--- src/design/bcc_pkg.sv ---
// ----------------------------------------------------------------------------
// bcc_pkg: shared types and constants of the battery charge gauge
// Field widths, register map, voltage table segments and the controller to
// datapath command and status words.
// ----------------------------------------------------------------------------
package bcc_pkg;

	// field widths
	localparam int CAP_W    = 16;
	localparam int DB_W     = 8;
	localparam int VBUS_W   = 15;
	localparam int VBAT_W   = 13;
	localparam int IVL_W    = 6;
	localparam int IBAT_W   = 13;
	localparam int PCT_W    = 14;
	localparam int CHG_W    = 28;
	localparam int CAP36_W  = 22;
	localparam int NUM_W    = 14;
	localparam int STEP_W   = IBAT_W + IVL_W + 1;
	localparam int PROD_W   = 42;

	// register map
	localparam int PADDR_W  = 5;
	localparam int PDATA_W  = 32;
	localparam int RIDX_W   = 3;
	localparam logic [RIDX_W-1:0] REG_CAPACITY = 3'd0;
	localparam logic [RIDX_W-1:0] REG_DEADBAND = 3'd1;
	localparam logic [RIDX_W-1:0] REG_VBUS     = 3'd2;
	localparam logic [RIDX_W-1:0] REG_VBAT     = 3'd3;
	localparam logic [RIDX_W-1:0] REG_INTERVAL = 3'd4;

	// reset values
	localparam logic [CAP_W-1:0]  CAP_RST  = 16'd210;
	localparam logic [DB_W-1:0]   DB_RST   = 8'd8;
	localparam logic [VBUS_W-1:0] VBUS_RST = 15'd4500;
	localparam logic [VBAT_W-1:0] VBAT_RST = 13'd4150;
	localparam logic [IVL_W-1:0]  IVL_RST  = 6'd1;

	// scaling
	localparam logic [11:0]      MAS_PER_MAH = 12'd3600;
	localparam logic [5:0]       MAS_PER_PCT = 6'd36;
	localparam logic [PCT_W-1:0] PCT_FULL    = 14'd10000;
	localparam logic [VBAT_W-1:0] TBL_TOP_MV = 13'd4200;
	localparam logic [VBAT_W-1:0] TBL_BOT_MV = 13'd3000;

	// divider step counts
	localparam int DCNT_W = 5;
	localparam logic [DCNT_W-1:0] DIV_LONG_STEPS  = 5'd28;
	localparam logic [DCNT_W-1:0] DIV_SHORT_STEPS = 5'd14;

	typedef struct packed {
		logic [CAP_W-1:0]  capacity_mah;
		logic [DB_W-1:0]   deadband_ma;
		logic [VBUS_W-1:0] full_vbus_mv;
		logic [VBAT_W-1:0] full_vbat_mv;
		logic [IVL_W-1:0]  interval_s;
	} cfg_t;

	typedef struct packed {
		logic latch;     // capture input word
		logic prep;      // full scale, table numerator, current step
		logic seed_mul;  // cap36 * numerator
		logic div_go;    // start divider
		logic div_long;  // 28-bit quotient (seed) vs 14-bit (percent)
		logic commit;    // update stored charge
		logic pct_mul;   // charge * 10000
		logic load_out;  // fill output register
	} cmd_t;

	typedef struct packed {
		logic seed_div;  // init word needs table interpolation
		logic full_zero; // capacity is zero
		logic div_done;
	} sts_t;

	typedef struct packed {
		logic [VBAT_W-1:0] v0;
		logic [8:0]        span;
		logic [6:0]        p0;
		logic [4:0]        dp;
	} seg_t;

	// table segment holding v (lower point v0, span, percent at v0, percent rise)
	function automatic seg_t seg_lookup(input logic [VBAT_W-1:0] v);
		seg_t s;
		if (v >= 13'd4100)      s = '{13'd4100, 9'd100, 7'd90, 5'd10};
		else if (v >= 13'd4000) s = '{13'd4000, 9'd100, 7'd80, 5'd10};
		else if (v >= 13'd3900) s = '{13'd3900, 9'd100, 7'd70, 5'd10};
		else if (v >= 13'd3800) s = '{13'd3800, 9'd100, 7'd60, 5'd10};
		else if (v >= 13'd3700) s = '{13'd3700, 9'd100, 7'd40, 5'd20};
		else if (v >= 13'd3600) s = '{13'd3600, 9'd100, 7'd20, 5'd20};
		else if (v >= 13'd3500) s = '{13'd3500, 9'd100, 7'd10, 5'd10};
		else if (v >= 13'd3300) s = '{13'd3300, 9'd200, 7'd5,  5'd5};
		else                    s = '{13'd3000, 9'd300, 7'd0,  5'd5};
		return s;
	endfunction

endpackage

--- src/design/bcc_div.sv ---
// ----------------------------------------------------------------------------
// bcc_div: restoring divider, one quotient bit per cycle
// Long mode gives a 28-bit quotient, short mode a 14-bit one; the caller
// guarantees the quotient fits.
// ----------------------------------------------------------------------------
module bcc_div (
	input  logic                           clk,
	input  logic                           arst_n,
	input  logic                           start,
	input  logic                           long_mode,
	input  logic [bcc_pkg::PROD_W-1:0]     dividend,
	input  logic [bcc_pkg::CHG_W-1:0]      divisor,
	output logic                           done,
	output logic [bcc_pkg::CHG_W-1:0]      quotient
);

	logic                          run_q;
	logic                          done_q;
	logic [bcc_pkg::DCNT_W-1:0]    cnt_q;
	logic [bcc_pkg::CHG_W-1:0]     rem_q;
	logic [bcc_pkg::CHG_W-1:0]     lo_q;
	logic [bcc_pkg::CHG_W-1:0]     quo_q;
	logic [bcc_pkg::CHG_W-1:0]     dvs_q;
	logic [bcc_pkg::CHG_W:0]       trial;
	logic [bcc_pkg::CHG_W:0]       diff;
	logic                          ge;

	assign trial = {rem_q, lo_q[bcc_pkg::CHG_W-1]};
	assign ge    = trial >= {1'b0, dvs_q};
	assign diff  = trial - {1'b0, dvs_q};

	always_ff @(posedge clk or negedge arst_n) begin
		if (!arst_n) begin
			run_q  <= 1'b0;
			done_q <= 1'b0;
			cnt_q  <= '0;
		end else begin
			done_q <= 1'b0;
			if (start) begin
				run_q <= 1'b1;
				cnt_q <= long_mode ? bcc_pkg::DIV_LONG_STEPS : bcc_pkg::DIV_SHORT_STEPS;
			end else if (run_q) begin
				cnt_q <= cnt_q - 1'b1;
				if (cnt_q == 5'd1) begin
					run_q  <= 1'b0;
					done_q <= 1'b1;
				end
			end
		end
	end

	always_ff @(posedge clk) begin
		if (start) begin
			dvs_q <= divisor;
			quo_q <= '0;
			if (long_mode) begin
				rem_q <= {14'd0, dividend[41:28]};
				lo_q  <= dividend[27:0];
			end else begin
				rem_q <= dividend[41:14];
				lo_q  <= {dividend[13:0], 14'd0};
			end
		end else if (run_q) begin
			rem_q <= ge ? diff[bcc_pkg::CHG_W-1:0] : trial[bcc_pkg::CHG_W-1:0];
			lo_q  <= {lo_q[bcc_pkg::CHG_W-2:0], 1'b0};
			quo_q <= {quo_q[bcc_pkg::CHG_W-2:0], ge};
		end
	end

	assign done     = done_q;
	assign quotient = quo_q;

endmodule

--- src/design/bcc_dp.sv ---
// ----------------------------------------------------------------------------
// bcc_dp: charge gauge datapath
// Input capture, multipliers, shared divider, charge accumulator, output word.
// ----------------------------------------------------------------------------
module bcc_dp (
	input  logic                        clk,
	input  logic                        arst_n,
	input  bcc_pkg::cfg_t               cfg,
	input  bcc_pkg::cmd_t               cmd,
	output bcc_pkg::sts_t               sts,
	input  logic                        kind,
	input  logic [bcc_pkg::VBAT_W-1:0]  vbat_mv,
	input  logic                        vbat_read_ok,
	input  logic [bcc_pkg::VBUS_W-1:0]  vbus_mv,
	input  logic [bcc_pkg::IBAT_W-1:0]  ibat_ma,
	input  logic                        charger_idle,
	output logic [bcc_pkg::PCT_W-1:0]   percent_x100,
	output logic [bcc_pkg::CHG_W-1:0]   charge_mas,
	output logic                        forced_full
);

	// captured word
	logic                        kind_q;
	logic [bcc_pkg::VBAT_W-1:0]  vbat_q;
	logic                        ok_q;
	logic [bcc_pkg::VBUS_W-1:0]  vbus_q;
	logic [bcc_pkg::IBAT_W-1:0]  ibat_q;
	logic                        idle_q;

	// prepared operands
	logic [bcc_pkg::CHG_W-1:0]   full_q;
	logic [bcc_pkg::CAP36_W-1:0] cap36_q;
	logic [bcc_pkg::NUM_W-1:0]   num_q;
	logic signed [bcc_pkg::STEP_W-1:0] step_q;
	logic                        forced_q;
	logic [bcc_pkg::PROD_W-1:0]  prod_q;
	logic [bcc_pkg::CHG_W-1:0]   charge_q;

	logic [bcc_pkg::PCT_W-1:0]   pct_o_q;
	logic [bcc_pkg::CHG_W-1:0]   chg_o_q;
	logic                        frc_o_q;

	bcc_pkg::seg_t               seg;
	logic [bcc_pkg::VBAT_W-1:0]  dv;
	logic [15:0]                 num_wide;
	logic [bcc_pkg::IBAT_W-1:0]  mag;
	logic signed [bcc_pkg::IBAT_W-1:0] cur_db;
	logic                        above_top;
	logic                        below_bot;
	logic signed [29:0]          sum;
	logic [bcc_pkg::CHG_W-1:0]   charge_d;
	logic [bcc_pkg::CHG_W-1:0]   quo;
	logic                        div_done;
	logic [bcc_pkg::PROD_W-1:0]  div_dividend;
	logic [bcc_pkg::CHG_W-1:0]   div_divisor;

	always_ff @(posedge clk) begin
		if (cmd.latch) begin
			kind_q <= kind;
			vbat_q <= vbat_mv;
			ok_q   <= vbat_read_ok;
			vbus_q <= vbus_mv;
			ibat_q <= ibat_ma;
			idle_q <= charger_idle;
		end
	end

	// table segment and interpolation numerator
	assign seg       = bcc_pkg::seg_lookup(vbat_q);
	assign dv        = vbat_q - seg.v0;
	assign num_wide  = 16'(seg.p0 * seg.span) + 16'(dv[8:0] * seg.dp);
	assign above_top = vbat_q >= bcc_pkg::TBL_TOP_MV;
	assign below_bot = vbat_q <= bcc_pkg::TBL_BOT_MV;

	// deadband
	assign mag    = ibat_q[bcc_pkg::IBAT_W-1] ? (~ibat_q + 13'd1) : ibat_q;
	assign cur_db = (mag < {5'd0, cfg.deadband_ma}) ? '0 : $signed(ibat_q);

	always_ff @(posedge clk) begin
		if (cmd.prep) begin
			full_q   <= 28'(cfg.capacity_mah * bcc_pkg::MAS_PER_MAH);
			cap36_q  <= 22'(cfg.capacity_mah * bcc_pkg::MAS_PER_PCT);
			num_q    <= num_wide[bcc_pkg::NUM_W-1:0];
			step_q   <= cur_db * $signed({1'b0, cfg.interval_s});
			forced_q <= kind_q && idle_q && (vbus_q > cfg.full_vbus_mv)
				&& (vbat_q > cfg.full_vbat_mv);
		end
		if (cmd.seed_mul) begin
			prod_q <= 42'(cap36_q * num_q);
		end else if (cmd.pct_mul) begin
			prod_q <= 42'(charge_q * bcc_pkg::PCT_FULL);
		end
	end

	// divider operands: seed is product / span, percent is product / full
	assign div_dividend = cmd.div_long ? {7'd0, prod_q[34:0]} : prod_q;
	assign div_divisor  = cmd.div_long ? {19'd0, seg.span} : full_q;

	bcc_div u_div (
		.clk       (clk),
		.arst_n    (arst_n),
		.start     (cmd.div_go),
		.long_mode (cmd.div_long),
		.dividend  (div_dividend),
		.divisor   (div_divisor),
		.done      (div_done),
		.quotient  (quo)
	);

	// next charge
	assign sum = $signed({2'b00, charge_q}) + $signed({{10{step_q[bcc_pkg::STEP_W-1]}}, step_q});

	always_comb begin
		if (!kind_q) begin
			if (!ok_q)          charge_d = {1'b0, full_q[bcc_pkg::CHG_W-1:1]};
			else if (above_top) charge_d = full_q;
			else if (below_bot) charge_d = '0;
			else if (quo > full_q) charge_d = full_q;
			else                charge_d = quo;
		end else begin
			if (forced_q)                      charge_d = full_q;
			else if (sum[29])                  charge_d = '0;
			else if (sum[28:0] > {1'b0, full_q}) charge_d = full_q;
			else                               charge_d = sum[bcc_pkg::CHG_W-1:0];
		end
	end

	always_ff @(posedge clk or negedge arst_n) begin
		if (!arst_n) begin
			charge_q <= '0;
		end else if (cmd.commit) begin
			charge_q <= charge_d;
		end
	end

	always_ff @(posedge clk) begin
		if (cmd.load_out) begin
			chg_o_q <= charge_q;
			frc_o_q <= forced_q;
			if (full_q == '0)
				pct_o_q <= '0;
			else if (quo > {14'd0, bcc_pkg::PCT_FULL})
				pct_o_q <= bcc_pkg::PCT_FULL;
			else
				pct_o_q <= quo[bcc_pkg::PCT_W-1:0];
		end
	end

	assign sts.seed_div  = !kind_q && ok_q && !above_top && !below_bot;
	assign sts.full_zero = (full_q == '0);
	assign sts.div_done  = div_done;

	assign percent_x100 = pct_o_q;
	assign charge_mas   = chg_o_q;
	assign forced_full  = frc_o_q;

endmodule

--- src/design/bcc_ctrl.sv ---
// ----------------------------------------------------------------------------
// bcc_ctrl: charge gauge sequencer
// Steps one word through prepare, seed divide, commit and percent divide,
// and owns the output valid flag.
// ----------------------------------------------------------------------------
module bcc_ctrl (
	input  logic          clk,
	input  logic          arst_n,
	input  logic          in_valid,
	output logic          in_stall,
	output logic          out_valid,
	input  logic          out_stall,
	input  bcc_pkg::sts_t sts,
	output bcc_pkg::cmd_t cmd
);

	typedef enum logic [3:0] {
		ST_IDLE,
		ST_PREP,
		ST_SMUL,
		ST_SDIV,
		ST_SWAIT,
		ST_COMMIT,
		ST_PMUL,
		ST_PDIV,
		ST_PWAIT,
		ST_DONE
	} state_t;

	state_t state_q;
	logic   out_valid_q;
	logic   slot_free;

	assign slot_free = !out_valid_q || !out_stall;

	always_comb begin
		cmd = '0;
		unique case (state_q)
			ST_IDLE:   cmd.latch    = in_valid;
			ST_PREP:   cmd.prep     = 1'b1;
			ST_SMUL:   cmd.seed_mul = 1'b1;
			ST_SDIV: begin
				cmd.div_go   = 1'b1;
				cmd.div_long = 1'b1;
			end
			ST_SWAIT:  cmd.div_long = 1'b1;
			ST_COMMIT: cmd.commit   = 1'b1;
			ST_PMUL:   cmd.pct_mul  = 1'b1;
			ST_PDIV:   cmd.div_go   = 1'b1;
			ST_PWAIT:  cmd.div_go   = 1'b0;
			ST_DONE:   cmd.load_out = slot_free;
			default:   cmd = '0;
		endcase
	end

	always_ff @(posedge clk or negedge arst_n) begin
		if (!arst_n) begin
			state_q     <= ST_IDLE;
			out_valid_q <= 1'b0;
		end else begin
			// new result replaces a taken one in the same cycle
			if (state_q == ST_DONE && slot_free)
				out_valid_q <= 1'b1;
			else if (!out_stall)
				out_valid_q <= 1'b0;
			unique case (state_q)
				ST_IDLE:   if (in_valid) state_q <= ST_PREP;
				ST_PREP:   state_q <= sts.seed_div ? ST_SMUL : ST_COMMIT;
				ST_SMUL:   state_q <= ST_SDIV;
				ST_SDIV:   state_q <= ST_SWAIT;
				ST_SWAIT:  if (sts.div_done) state_q <= ST_COMMIT;
				ST_COMMIT: state_q <= sts.full_zero ? ST_DONE : ST_PMUL;
				ST_PMUL:   state_q <= ST_PDIV;
				ST_PDIV:   state_q <= ST_PWAIT;
				ST_PWAIT:  if (sts.div_done) state_q <= ST_DONE;
				ST_DONE:   if (slot_free) state_q <= ST_IDLE;
				default:   state_q <= ST_IDLE;
			endcase
		end
	end

	assign in_stall  = (state_q != ST_IDLE);
	assign out_valid = out_valid_q;

endmodule

--- src/design/battery_coulomb_counter_unit.sv ---
// ----------------------------------------------------------------------------
// battery_coulomb_counter_unit: coulomb counting battery charge gauge
// Seeds charge from a voltage table, integrates current, reports percent.
// ----------------------------------------------------------------------------
// Flow: a word is accepted only while the sequencer is idle; the next word
//   waits until the result is in the output register. The bit-serial divider
//   takes 28 steps for the seed and 14 for the percentage; a table seed alone
//   uses the seed divide, and zero capacity skips the percentage divide.
// Reset: arst_n clears the sequencer, the output valid flag and the stored
//   charge to zero; registers return to their documented defaults.
// ----------------------------------------------------------------------------
module battery_coulomb_counter_unit (
	input  logic                          clk,
	input  logic                          arst_n,

	// APB-style register port
	input  logic                          psel,
	input  logic                          penable,
	input  logic                          pwrite,
	input  logic [bcc_pkg::PADDR_W-1:0]   paddr,
	input  logic [bcc_pkg::PDATA_W-1:0]   pwdata,
	output logic [bcc_pkg::PDATA_W-1:0]   prdata,
	output logic                          pready,

	// input word
	input  logic                          in_valid,
	output logic                          in_stall,
	input  logic                          kind,
	input  logic [bcc_pkg::VBAT_W-1:0]    vbat_mv,
	input  logic                          vbat_read_ok,
	input  logic [bcc_pkg::VBUS_W-1:0]    vbus_mv,
	input  logic [bcc_pkg::IBAT_W-1:0]    ibat_ma,
	input  logic                          charger_idle,

	// result word
	output logic                          out_valid,
	input  logic                          out_stall,
	output logic [bcc_pkg::PCT_W-1:0]     percent_x100,
	output logic [bcc_pkg::CHG_W-1:0]     charge_mas,
	output logic                          forced_full
);

	bcc_pkg::cfg_t cfg_q;
	bcc_pkg::cmd_t cmd;
	bcc_pkg::sts_t sts;
	logic          wr_en;
	logic [bcc_pkg::RIDX_W-1:0] ridx;

	// ------------------------------------------------------------------
	// Register file. Writes land on the access phase; pready is tied high
	// so no transfer waits. Config must only be changed by the user while
	// the gauge is idle (unenforced); the datapath reads it directly.
	// ------------------------------------------------------------------
	assign pready = 1'b1;
	assign ridx   = paddr[bcc_pkg::PADDR_W-1:2];
	assign wr_en  = psel && penable && pwrite;

	always_ff @(posedge clk or negedge arst_n) begin
		if (!arst_n) begin
			cfg_q.capacity_mah <= bcc_pkg::CAP_RST;
			cfg_q.deadband_ma  <= bcc_pkg::DB_RST;
			cfg_q.full_vbus_mv <= bcc_pkg::VBUS_RST;
			cfg_q.full_vbat_mv <= bcc_pkg::VBAT_RST;
			cfg_q.interval_s   <= bcc_pkg::IVL_RST;
		end else if (wr_en) begin
			unique case (ridx)
				bcc_pkg::REG_CAPACITY: cfg_q.capacity_mah <= pwdata[bcc_pkg::CAP_W-1:0];
				bcc_pkg::REG_DEADBAND: cfg_q.deadband_ma  <= pwdata[bcc_pkg::DB_W-1:0];
				bcc_pkg::REG_VBUS:     cfg_q.full_vbus_mv <= pwdata[bcc_pkg::VBUS_W-1:0];
				bcc_pkg::REG_VBAT:     cfg_q.full_vbat_mv <= pwdata[bcc_pkg::VBAT_W-1:0];
				bcc_pkg::REG_INTERVAL: cfg_q.interval_s   <= pwdata[bcc_pkg::IVL_W-1:0];
				default: ;  // unmapped addresses ignore writes
			endcase
		end
	end

	// read-back mux, zero for unmapped addresses
	always_comb begin
		unique case (ridx)
			bcc_pkg::REG_CAPACITY: prdata = {16'd0, cfg_q.capacity_mah};
			bcc_pkg::REG_DEADBAND: prdata = {24'd0, cfg_q.deadband_ma};
			bcc_pkg::REG_VBUS:     prdata = {17'd0, cfg_q.full_vbus_mv};
			bcc_pkg::REG_VBAT:     prdata = {19'd0, cfg_q.full_vbat_mv};
			bcc_pkg::REG_INTERVAL: prdata = {26'd0, cfg_q.interval_s};
			default:               prdata = '0;
		endcase
	end

	// ------------------------------------------------------------------
	// Sequencer: accepts a word only when idle. The output register holds
	// the previous word, so a new word is taken while the result waits; the
	// sequencer only stalls at the final step if the old result is unread.
	// ------------------------------------------------------------------
	bcc_ctrl u_ctrl (
		.clk       (clk),
		.arst_n    (arst_n),
		.in_valid  (in_valid),
		.in_stall  (in_stall),
		.out_valid (out_valid),
		.out_stall (out_stall),
		.sts       (sts),
		.cmd       (cmd)
	);

	// ------------------------------------------------------------------
	// Datapath: charge held in mA-s. Seed = cap*36*numerator/span through
	// the shared divider, percent = charge*10000/(cap*3600) through it too.
	// ------------------------------------------------------------------
	bcc_dp u_dp (
		.clk          (clk),
		.arst_n       (arst_n),
		.cfg          (cfg_q),
		.cmd          (cmd),
		.sts          (sts),
		.kind         (kind),
		.vbat_mv      (vbat_mv),
		.vbat_read_ok (vbat_read_ok),
		.vbus_mv      (vbus_mv),
		.ibat_ma      (ibat_ma),
		.charger_idle (charger_idle),
		.percent_x100 (percent_x100),
		.charge_mas   (charge_mas),
		.forced_full  (forced_full)
	);

endmodule

--- config.mk ---
export PLATFORM = sky130hd
export DESIGN_NAME = battery_coulomb_counter_unit
export DESIGN_NICKNAME = d
export VERILOG_FILES = /design/src/design/bcc_pkg.sv /design/src/design/bcc_div.sv /design/src/design/bcc_dp.sv /design/src/design/bcc_ctrl.sv /design/src/design/battery_coulomb_counter_unit.sv
export SDC_FILE = /design/constraint.sdc
export NUM_CORES = 2
export LEC_CHECK = 0
export CAP_MARGIN = 30
export CORE_ASPECT_RATIO = 0.7
export CORE_UTILIZATION = 55
export DETAILED_ROUTE_END_ITERATION = 8
export DONT_BUFFER_PORTS = 1
export PLACE_DENSITY = 0.8
export SLEW_MARGIN = 20
export SYNTH_ARGS = -nofsm -noshare
export SYNTH_HDL_FRONTEND = slang
export SYNTH_HIERARCHICAL = 1
export SYNTH_SLANG_ARGS = --single-unit
--- constraint.sdc ---
create_clock -name clk -period 11.4 [get_ports clk]
set_clock_uncertainty 0.2 [all_clocks]
set_input_delay 1.14 -clock clk [delete_from_list [all_inputs] [get_ports clk]]
set_output_delay 1.14 -clock clk [all_outputs]
set_load 0.1 [all_outputs]
## Word level (Yosys, flattened, before mapping)

Cells that the tools add are included.

| cells by class | value |
|---|---|
| add/subtract/negate cells | 6 |
| multipliers | 7 |
| $lt $le $gt $ge | 17 |
| equality and inequality tests | 19 |
| muxes and demuxes | 57 |
| bitwise operators | 1 |
| reductions and logical operators | 30 |

Operators by type and width:

| cell | count |
|---|---|
| 28-bit 2-to-1 mux | 15 |
| 30-bit 2-to-1 mux | 8 |
| 13-bit by 12-bit greater-or-equal comparator with 1-bit output (second input constant) | 7 |
| 16-bit case mux with 5 select lines | 1 |
| 36-bit 2-to-1 mux | 2 |
| 42-bit 2-to-1 mux | 1 |
| 4-bit case mux with 10 select lines | 1 |
| 28-bit by 10-bit multiplier with 38-bit output (second input constant) | 1 |
| 20-bit by 14-bit multiplier with 34-bit output | 1 |
| 29-bit by 20-bit adder with 30-bit output | 1 |
| 29-bit by 28-bit greater-or-equal comparator with 1-bit output | 1 |
| 29-bit by 28-bit > comparator with 1-bit output | 1 |
| 28-bit by 14-bit > comparator with 1-bit output (second input constant) | 1 |
| 28-bit > comparator | 1 |
| 28-bit logical NOT | 1 |
| 28-bit subtractor | 1 |
| 13-bit greater-or-equal comparator (second input constant) | 2 |
| 13-bit 2-to-1 mux | 2 |
| 16-bit by 8-bit multiplier with 24-bit output (second input constant) | 1 |
| 13-bit by 7-bit multiplier with 20-bit output | 1 |
| 16-bit by 4-bit multiplier with 20-bit output (second input constant) | 1 |
| 4-bit 2-to-1 mux | 5 |
| 4-bit by 3-bit equality test with 1-bit output (second input constant) | 4 |
| 1-bit 2-to-1 mux | 16 |
| 34 further kinds | 61 |

| word-level totals | value |
|---|---|
| bits in registers | 416 |
| input port bits | 88 |
| output and inout port bits | 78 |
| word-level logic and storage cells | 171 |

## Logic depth before layout (Yosys ltp)

| depth | value |
|---|---|
| depth after elaboration | 12 |
| mapped depth | 35 |
| mapped depth without buffers | 33 |

## Hierarchy

Netlist, hierarchy kept.

By module, submodules not included:

| module | times used | cells each | area an instance (um^2) | seq. area each (um^2) |
|---|---|---|---|---|
| bcc_dp | 1 | 3586 | 34324.2 | 6736.5 |
| bcc_div | 1 | 646 | 6807.8 | 3258.1 |
| battery_coulomb_counter_unit | 1 | 209 | 2874.0 | 1471.4 |
| bcc_ctrl | 1 | 47 | 370.4 | 125.1 |

## Worst setup path after synthesis

No wires, ideal clock.

| timing | value |
|---|---|
| path type | register -> register |
| start point | reg u_dp/vbat_q[6] in the netlist's numbering |
| end point | reg u_dp/num_q[13] in the netlist's numbering (data pin) |
| library setup time | 0.260 ns |
| data arrival time | 7.142 ns |
| required time | 10.940 ns |
| path slack | 3.798 ns |
| stages on the path, launching flop included | 32 |
| buffers on the path | 1 |
| clock period less this slack | 7.602 ns |
| cell sequence | edfxtp_1 clkbuf_1 nor2_1 nand3b_1 o41ai_1 nand2_1 ha_1 fa_1 nor2b_1 o21ai_0 nand2b_1 a21o_1 a21oi_1 xnor2_1 xor2_1 nand2_1 fa_1 inv_1 fa_1 fa_1 fa_1 inv_1 fa_1 inv_1 ha_1 a21oi_1 nor2b_1 o21a_1 o21ai_0 nand2b_1 a21oi_1 xnor2_1 |

| on the way | value |
|---|---|
| word-level cells in the longest chain between the ends | 12 |
| elaborated cells on any way between the ends | 20 |
| classes of those cells | 2 x add/sub; 2 x mul; 8 x order compare; 8 x mux |

RTL lines:

| what | line | source |
|---|---|---|
| start, declared | bcc_dp.sv:24 | `logic [bcc_pkg::VBAT_W-1:0] vbat_q;` |
| start signal, assigned | bcc_dp.sv:60 | `vbat_q <= vbat_mv;` |
| 13-bit by 12-bit greater-or-equal comparator with 1-bit output | bcc_pkg.sv:93 | `else if (v >= 13'd3300) s = '{13'd3300, 9'd200, 7'd5, 5'd5};` |
| 30-bit 2-to-1 mux | bcc_pkg.sv:93 |  |
| 30-bit 2-to-1 mux | bcc_pkg.sv:92 | `else if (v >= 13'd3500) s = '{13'd3500, 9'd100, 7'd10, 5'd10};` |
| 30-bit 2-to-1 mux | bcc_pkg.sv:91 | `else if (v >= 13'd3600) s = '{13'd3600, 9'd100, 7'd20, 5'd20};` |
| 30-bit 2-to-1 mux | bcc_pkg.sv:90 | `else if (v >= 13'd3700) s = '{13'd3700, 9'd100, 7'd40, 5'd20};` |
| 30-bit 2-to-1 mux | bcc_pkg.sv:89 | `else if (v >= 13'd3800) s = '{13'd3800, 9'd100, 7'd60, 5'd10};` |
| 30-bit 2-to-1 mux | bcc_pkg.sv:88 | `else if (v >= 13'd3900) s = '{13'd3900, 9'd100, 7'd70, 5'd10};` |
| 30-bit 2-to-1 mux | bcc_pkg.sv:87 | `else if (v >= 13'd4000) s = '{13'd4000, 9'd100, 7'd80, 5'd10};` |
| 30-bit 2-to-1 mux | bcc_pkg.sv:86 | `if (v >= 13'd4100) s = '{13'd4100, 9'd100, 7'd90, 5'd10};` |
| 9-bit subtractor | bcc_dp.sv:70 | `assign dv = vbat_q - seg.v0;` |
| 9-bit by 5-bit multiplier with 14-bit output | bcc_dp.sv:71 | `assign num_wide = 16'(seg.p0 * seg.span) + 16'(dv[8:0] * seg.dp);` |
| 14-bit adder (*) | bcc_dp.sv:71 |  |
| via u_dp.num_wide[13] | bcc_dp.sv:45 | `logic [15:0] num_wide;` |
| end signal, assigned | bcc_dp.sv:83 | `num_q <= num_wide[bcc_pkg::NUM_W-1:0];` |
| end, declared | bcc_dp.sv:33 | `logic [bcc_pkg::NUM_W-1:0] num_q;` |

The timed path passes the listed nets; every way through them passes the cells marked *.
A chain may end at the register's enable or synchronous reset.

## Worst setup path in the final report

| timing | value |
|---|---|
| start point | reg u_dp/vbat_q[12] in the netlist's numbering |
| end point | reg u_dp/num_q[13] in the netlist's numbering (data pin) |

| on the way | value |
|---|---|
| word-level cells in the longest chain between the ends | 12 |
| elaborated cells on any way between the ends | 20 |
| classes of those cells | 2 x add/sub; 2 x mul; 8 x order compare; 8 x mux |

RTL lines:

| what | line |
|---|---|
| 13-bit by 12-bit greater-or-equal comparator with 1-bit output | bcc_pkg.sv:93 |
| 30-bit 2-to-1 mux | bcc_pkg.sv:93 |
| 30-bit 2-to-1 mux | bcc_pkg.sv:92 |
| 30-bit 2-to-1 mux | bcc_pkg.sv:91 |
| 30-bit 2-to-1 mux | bcc_pkg.sv:90 |
| 30-bit 2-to-1 mux | bcc_pkg.sv:89 |
| 30-bit 2-to-1 mux | bcc_pkg.sv:88 |
| 30-bit 2-to-1 mux | bcc_pkg.sv:87 |
| 30-bit 2-to-1 mux (*) | bcc_pkg.sv:86 |
| 9-bit subtractor | bcc_dp.sv:70 |
| 9-bit by 5-bit multiplier with 14-bit output | bcc_dp.sv:71 |
| 14-bit adder (*) | bcc_dp.sv:71 |
| via u_dp.num_wide[13] | bcc_dp.sv:45 |

Marks and branches as above.

==> flow_metrics.tcl <==
set metrics [dict create \
    cp_top_family "adder cells" \
    min_period_ps 8141 \
    post-cts-setup-buffer-count 0 \
    grt_antenna_before_repair 3 \
    std_cell_rows 86 \
    routabilityCongestion 1.001 \
    final_antenna_net_count 0 \
    nNetsFinal 5485 \
    maxCapViolCount 0 \
    crit_required_ps 11550 \
    overflow 0 \
    crit_arrival_ps 8290 \
    netlist_instances 4488 \
    endpoint_kind "register" \
    synth_cell_types 103 \
    cp_max_fo 14 \
    cts.clk_slew.worst_paths_ps 70 \
    hold_path_class "in2async" \
    hold_viol_final 0 \
    rsz0062_at_grt "no" \
    fin_crit_sh_pct 71.41 \
    total_power_w 0.005005 \
    final_cell_mix "inv_1 (716), ha_1 (524), fa_1 (424), nand2_1 (336), edfxtp_1 (281)" \
    cts.path.max_buffers 3 \
    synthArstFlopShare_pct 23.73 \
    cts_tree "built" \
    avgSynthCellArea_um2 9.888 \
    power_leakage_nw 22.56 \
    slew_viol_final 0 \
    cts_root_buf "clkbuf_16" \
    ys_seq_area_share_pct 26.12 \
    start_util_pct 55.96 \
    synthFlopType "edfxtp_1" \
    worst-path-buf-inv 3 \
    crit_top_cell "fa_1" \
    layout-drive-gt1-share_pct 7.670 \
    finalWirelength_um 117600 \
    layout_commonest_cell "inv_1" \
    syn2layout_area_growth_pct 8.100 \
    comb_power_share_pct 31.8 \
    wire_per_inst_um 21.22 \
    place_hpwl_um 89660 \
    swShare_pct 33.19 \
    pwr-share-seq_pct 36.1 \
    maxSlewHeadroom_pct 29.16 \
    die_w_um 341.5 \
    setup_viol 0 \
    viasPerCell 6.033 \
    switchingPower_w 0.001661 \
    ys_warn_count 6 \
    htreeDepth 2 \
    synth_edf_count 281 \
    clk_latency_ps 630 \
    dr.pass1.iters 6 \
    cts_inserted_buffers 44 \
    dieArea_um2 81840 \
    dieHeight_um 239.7 \
    worstMarginPinSlew_ps 1065 \
    cts.sinks 413 \
    core_area_um2 79300 \
    max_freq_mhz 122.8 \
    syn-cell-area_um2 44380 \
    ios 166 \
    num_vias 33437 \
    remaining_drc_errors 0 \
    ys_ff_latch 413 \
    p_int_w 0.003344 \
    grt_usage_pct 29.08 \
    grt_first_pass_wirelength_um 186300 \
    io_buffer_count 0 \
    grt_start_max_net_pins 77 \
    pwr_density_cell_nw_per_um2 104.3 \
    vdd_drop_max_v 0.0001483 \
    critical_path.slowest_cell "edfxtp_1" \
    status "finished, final reports clean" \
    power_frac_clock_pct 32.2 \
    setup_tns_ps 0 \
    drt-initial-drc-count 3604 \
    grt_pass1_vias 33443 \
    cp_slowest_stage_delay_ps 580 \
    critPathLaunchType "register" \
    cts_resized 0 \
    crit_type "reg2reg" \
]
layout make-up:
class	count	area (um^2)
Multi-Input combinational cell	3208	29460
Antenna cell	1	2.502
Sequential cell	413	11590
Inverter	717	2691
Clock inverter	31	415.4
Timing Repair Buffer	65	1305
Fill cell	6277	31330
Clock buffer	51	1180
Tap cell	1056	1321
metrics by stage:
stage	util [%]	instance area (um^2)	instances	hold slack, ps	setup slack, ps
after floorplan	-	44510	4523	241.2	3798
after global placement	57.14	45310	5419	260.0	3385
after detailed placement	58.19	46140	5450	259.6	3378
after CTS	60.24	47780	5534	1.866	3347
after global routing	60.49	47970	5541	17.52	2661
final	60.49	47970	5542	32.04	3259
final timing paths:
check | to | start | cells after the start | slack (ps)
setup reg to reg | u_dp/num_q[13] | u_dp/vbat_q[12] | 33 | 3260
hold / removal | u_dp/u_div/cnt_q[4] | arst_n | 0 | 30
hold reg to reg | u_dp/prod_q[40] | u_dp/prod_q[40] | 1 | 280
min in group clk | u_dp/prod_q[40] | u_dp/prod_q[40] | 1 | 280
max in group asynchronous | u_dp/charge_q[4] | arst_n | 1 | 9850
setup / recovery | u_dp/num_q[13] | u_dp/vbat_q[12] | 33 | 3260
sequential cells by signal, indices dropped and copies added (netlist names), 4 cells and up:
signal / count
u_dp/percent_x100: 14
u_dp/cap36_q: 20
u_dp/charge_q: 28
u_dp/full_q: 21
u_dp/u_div/quotient: 28
u_dp/vbus_q: 15
u_dp/u_div/lo_q: 28
cfg_q: 58
u_dp/prod_q: 40
u_dp/step_q: 20
u_dp/charge_mas: 28
u_dp/u_div/cnt_q: 5
u_dp/u_div/rem_q: 28
u_ctrl/state_q: 4
u_dp/vbat_q: 13
u_dp/u_div/dvs_q: 28
u_dp/ibat_q: 13
u_dp/num_q: 14
cell families after synthesis:
group	count (synthesis)	share of synthesized area (%)
AND/OR/NAND/NOR	1075	12.06
buffers and inverters	902	8.050
other	4	0.03382
XOR/XNOR	177	3.493
flip-flops	413	26.12
multiplexers	169	4.080
AO/OA/AOI/OAI	800	12.26
adder cells (fa/ha/maj)	948	33.90
worst reg2reg max path: cells and delay by family (launching register included):
kind            cells  cell delay [ps]
compound gates     10             1410
xor+xnor            3              570
fa+ha+maj           8             3530
buf+inv             3              160
flops               1              580
simple gates        9             1440
layer usage:
layer / GRT usage (%) / wire [um] / vias to the layer above
li1: - / - / 15029
met1: 41.90 / 50990 / 16457
met2: 42.82 / 49570 / 1692
met3: 7.659 / 13530 / 257
met4: 8.507 / 3481 / 2
met5: 0 / 11 / -
power by group through the flow:
stage               logic (W)  registers (W)  clock network, W
global placement      0.00144        0.00183                 0
global route          0.00177        0.00181           0.00168
floorplan             0.00120        0.00180                 0
finish                0.00159        0.00181           0.00161
CTS                   0.00157        0.00180           0.00163
detailed placement    0.00154        0.00183                 0
synth_stat cells (34+ instances only):
| cell type | number | area, um^2 |
|---|---|---|
| and2_1 | 132 | 825.8 |
| ha_1 | 524 | 6556 |
| o211ai_1 | 40 | 300.3 |
| a21oi_1 | 228 | 1141 |
| dfxtp_1 | 34 | 680.7 |
| nor2_1 | 244 | 915.9 |
| mux2_2 | 75 | 844.6 |
| o21a_1 | 34 | 255.2 |
| nand2_1 | 336 | 1261 |
| o21ai_0 | 138 | 690.7 |
| mux2i_1 | 92 | 920.9 |
| a21o_1 | 79 | 593.1 |
| xor2_1 | 49 | 429.2 |
| nor2b_1 | 51 | 319.1 |
| o21bai_1 | 34 | 255.2 |
| nand3_1 | 38 | 190.2 |
| clkbuf_1 | 129 | 484.2 |
| and3_1 | 68 | 425.4 |
| nor3_1 | 49 | 245.2 |
| xnor2_1 | 128 | 1121 |
| inv_1 | 716 | 2688 |
| fa_1 | 424 | 8488 |
| edfxtp_1 | 281 | 8438 |
| dfrtp_1 | 82 | 2052 |
what timing repair did:
| action | 4_1_cts | 5_1_grt |
|---|---|---|
| endpoints found under the setup margin | 0 | 0 |
| hold endpoints to repair | 72 | 0 |
| hold buffers | 2 | 0 |
(Power assumes the default switching activity.)
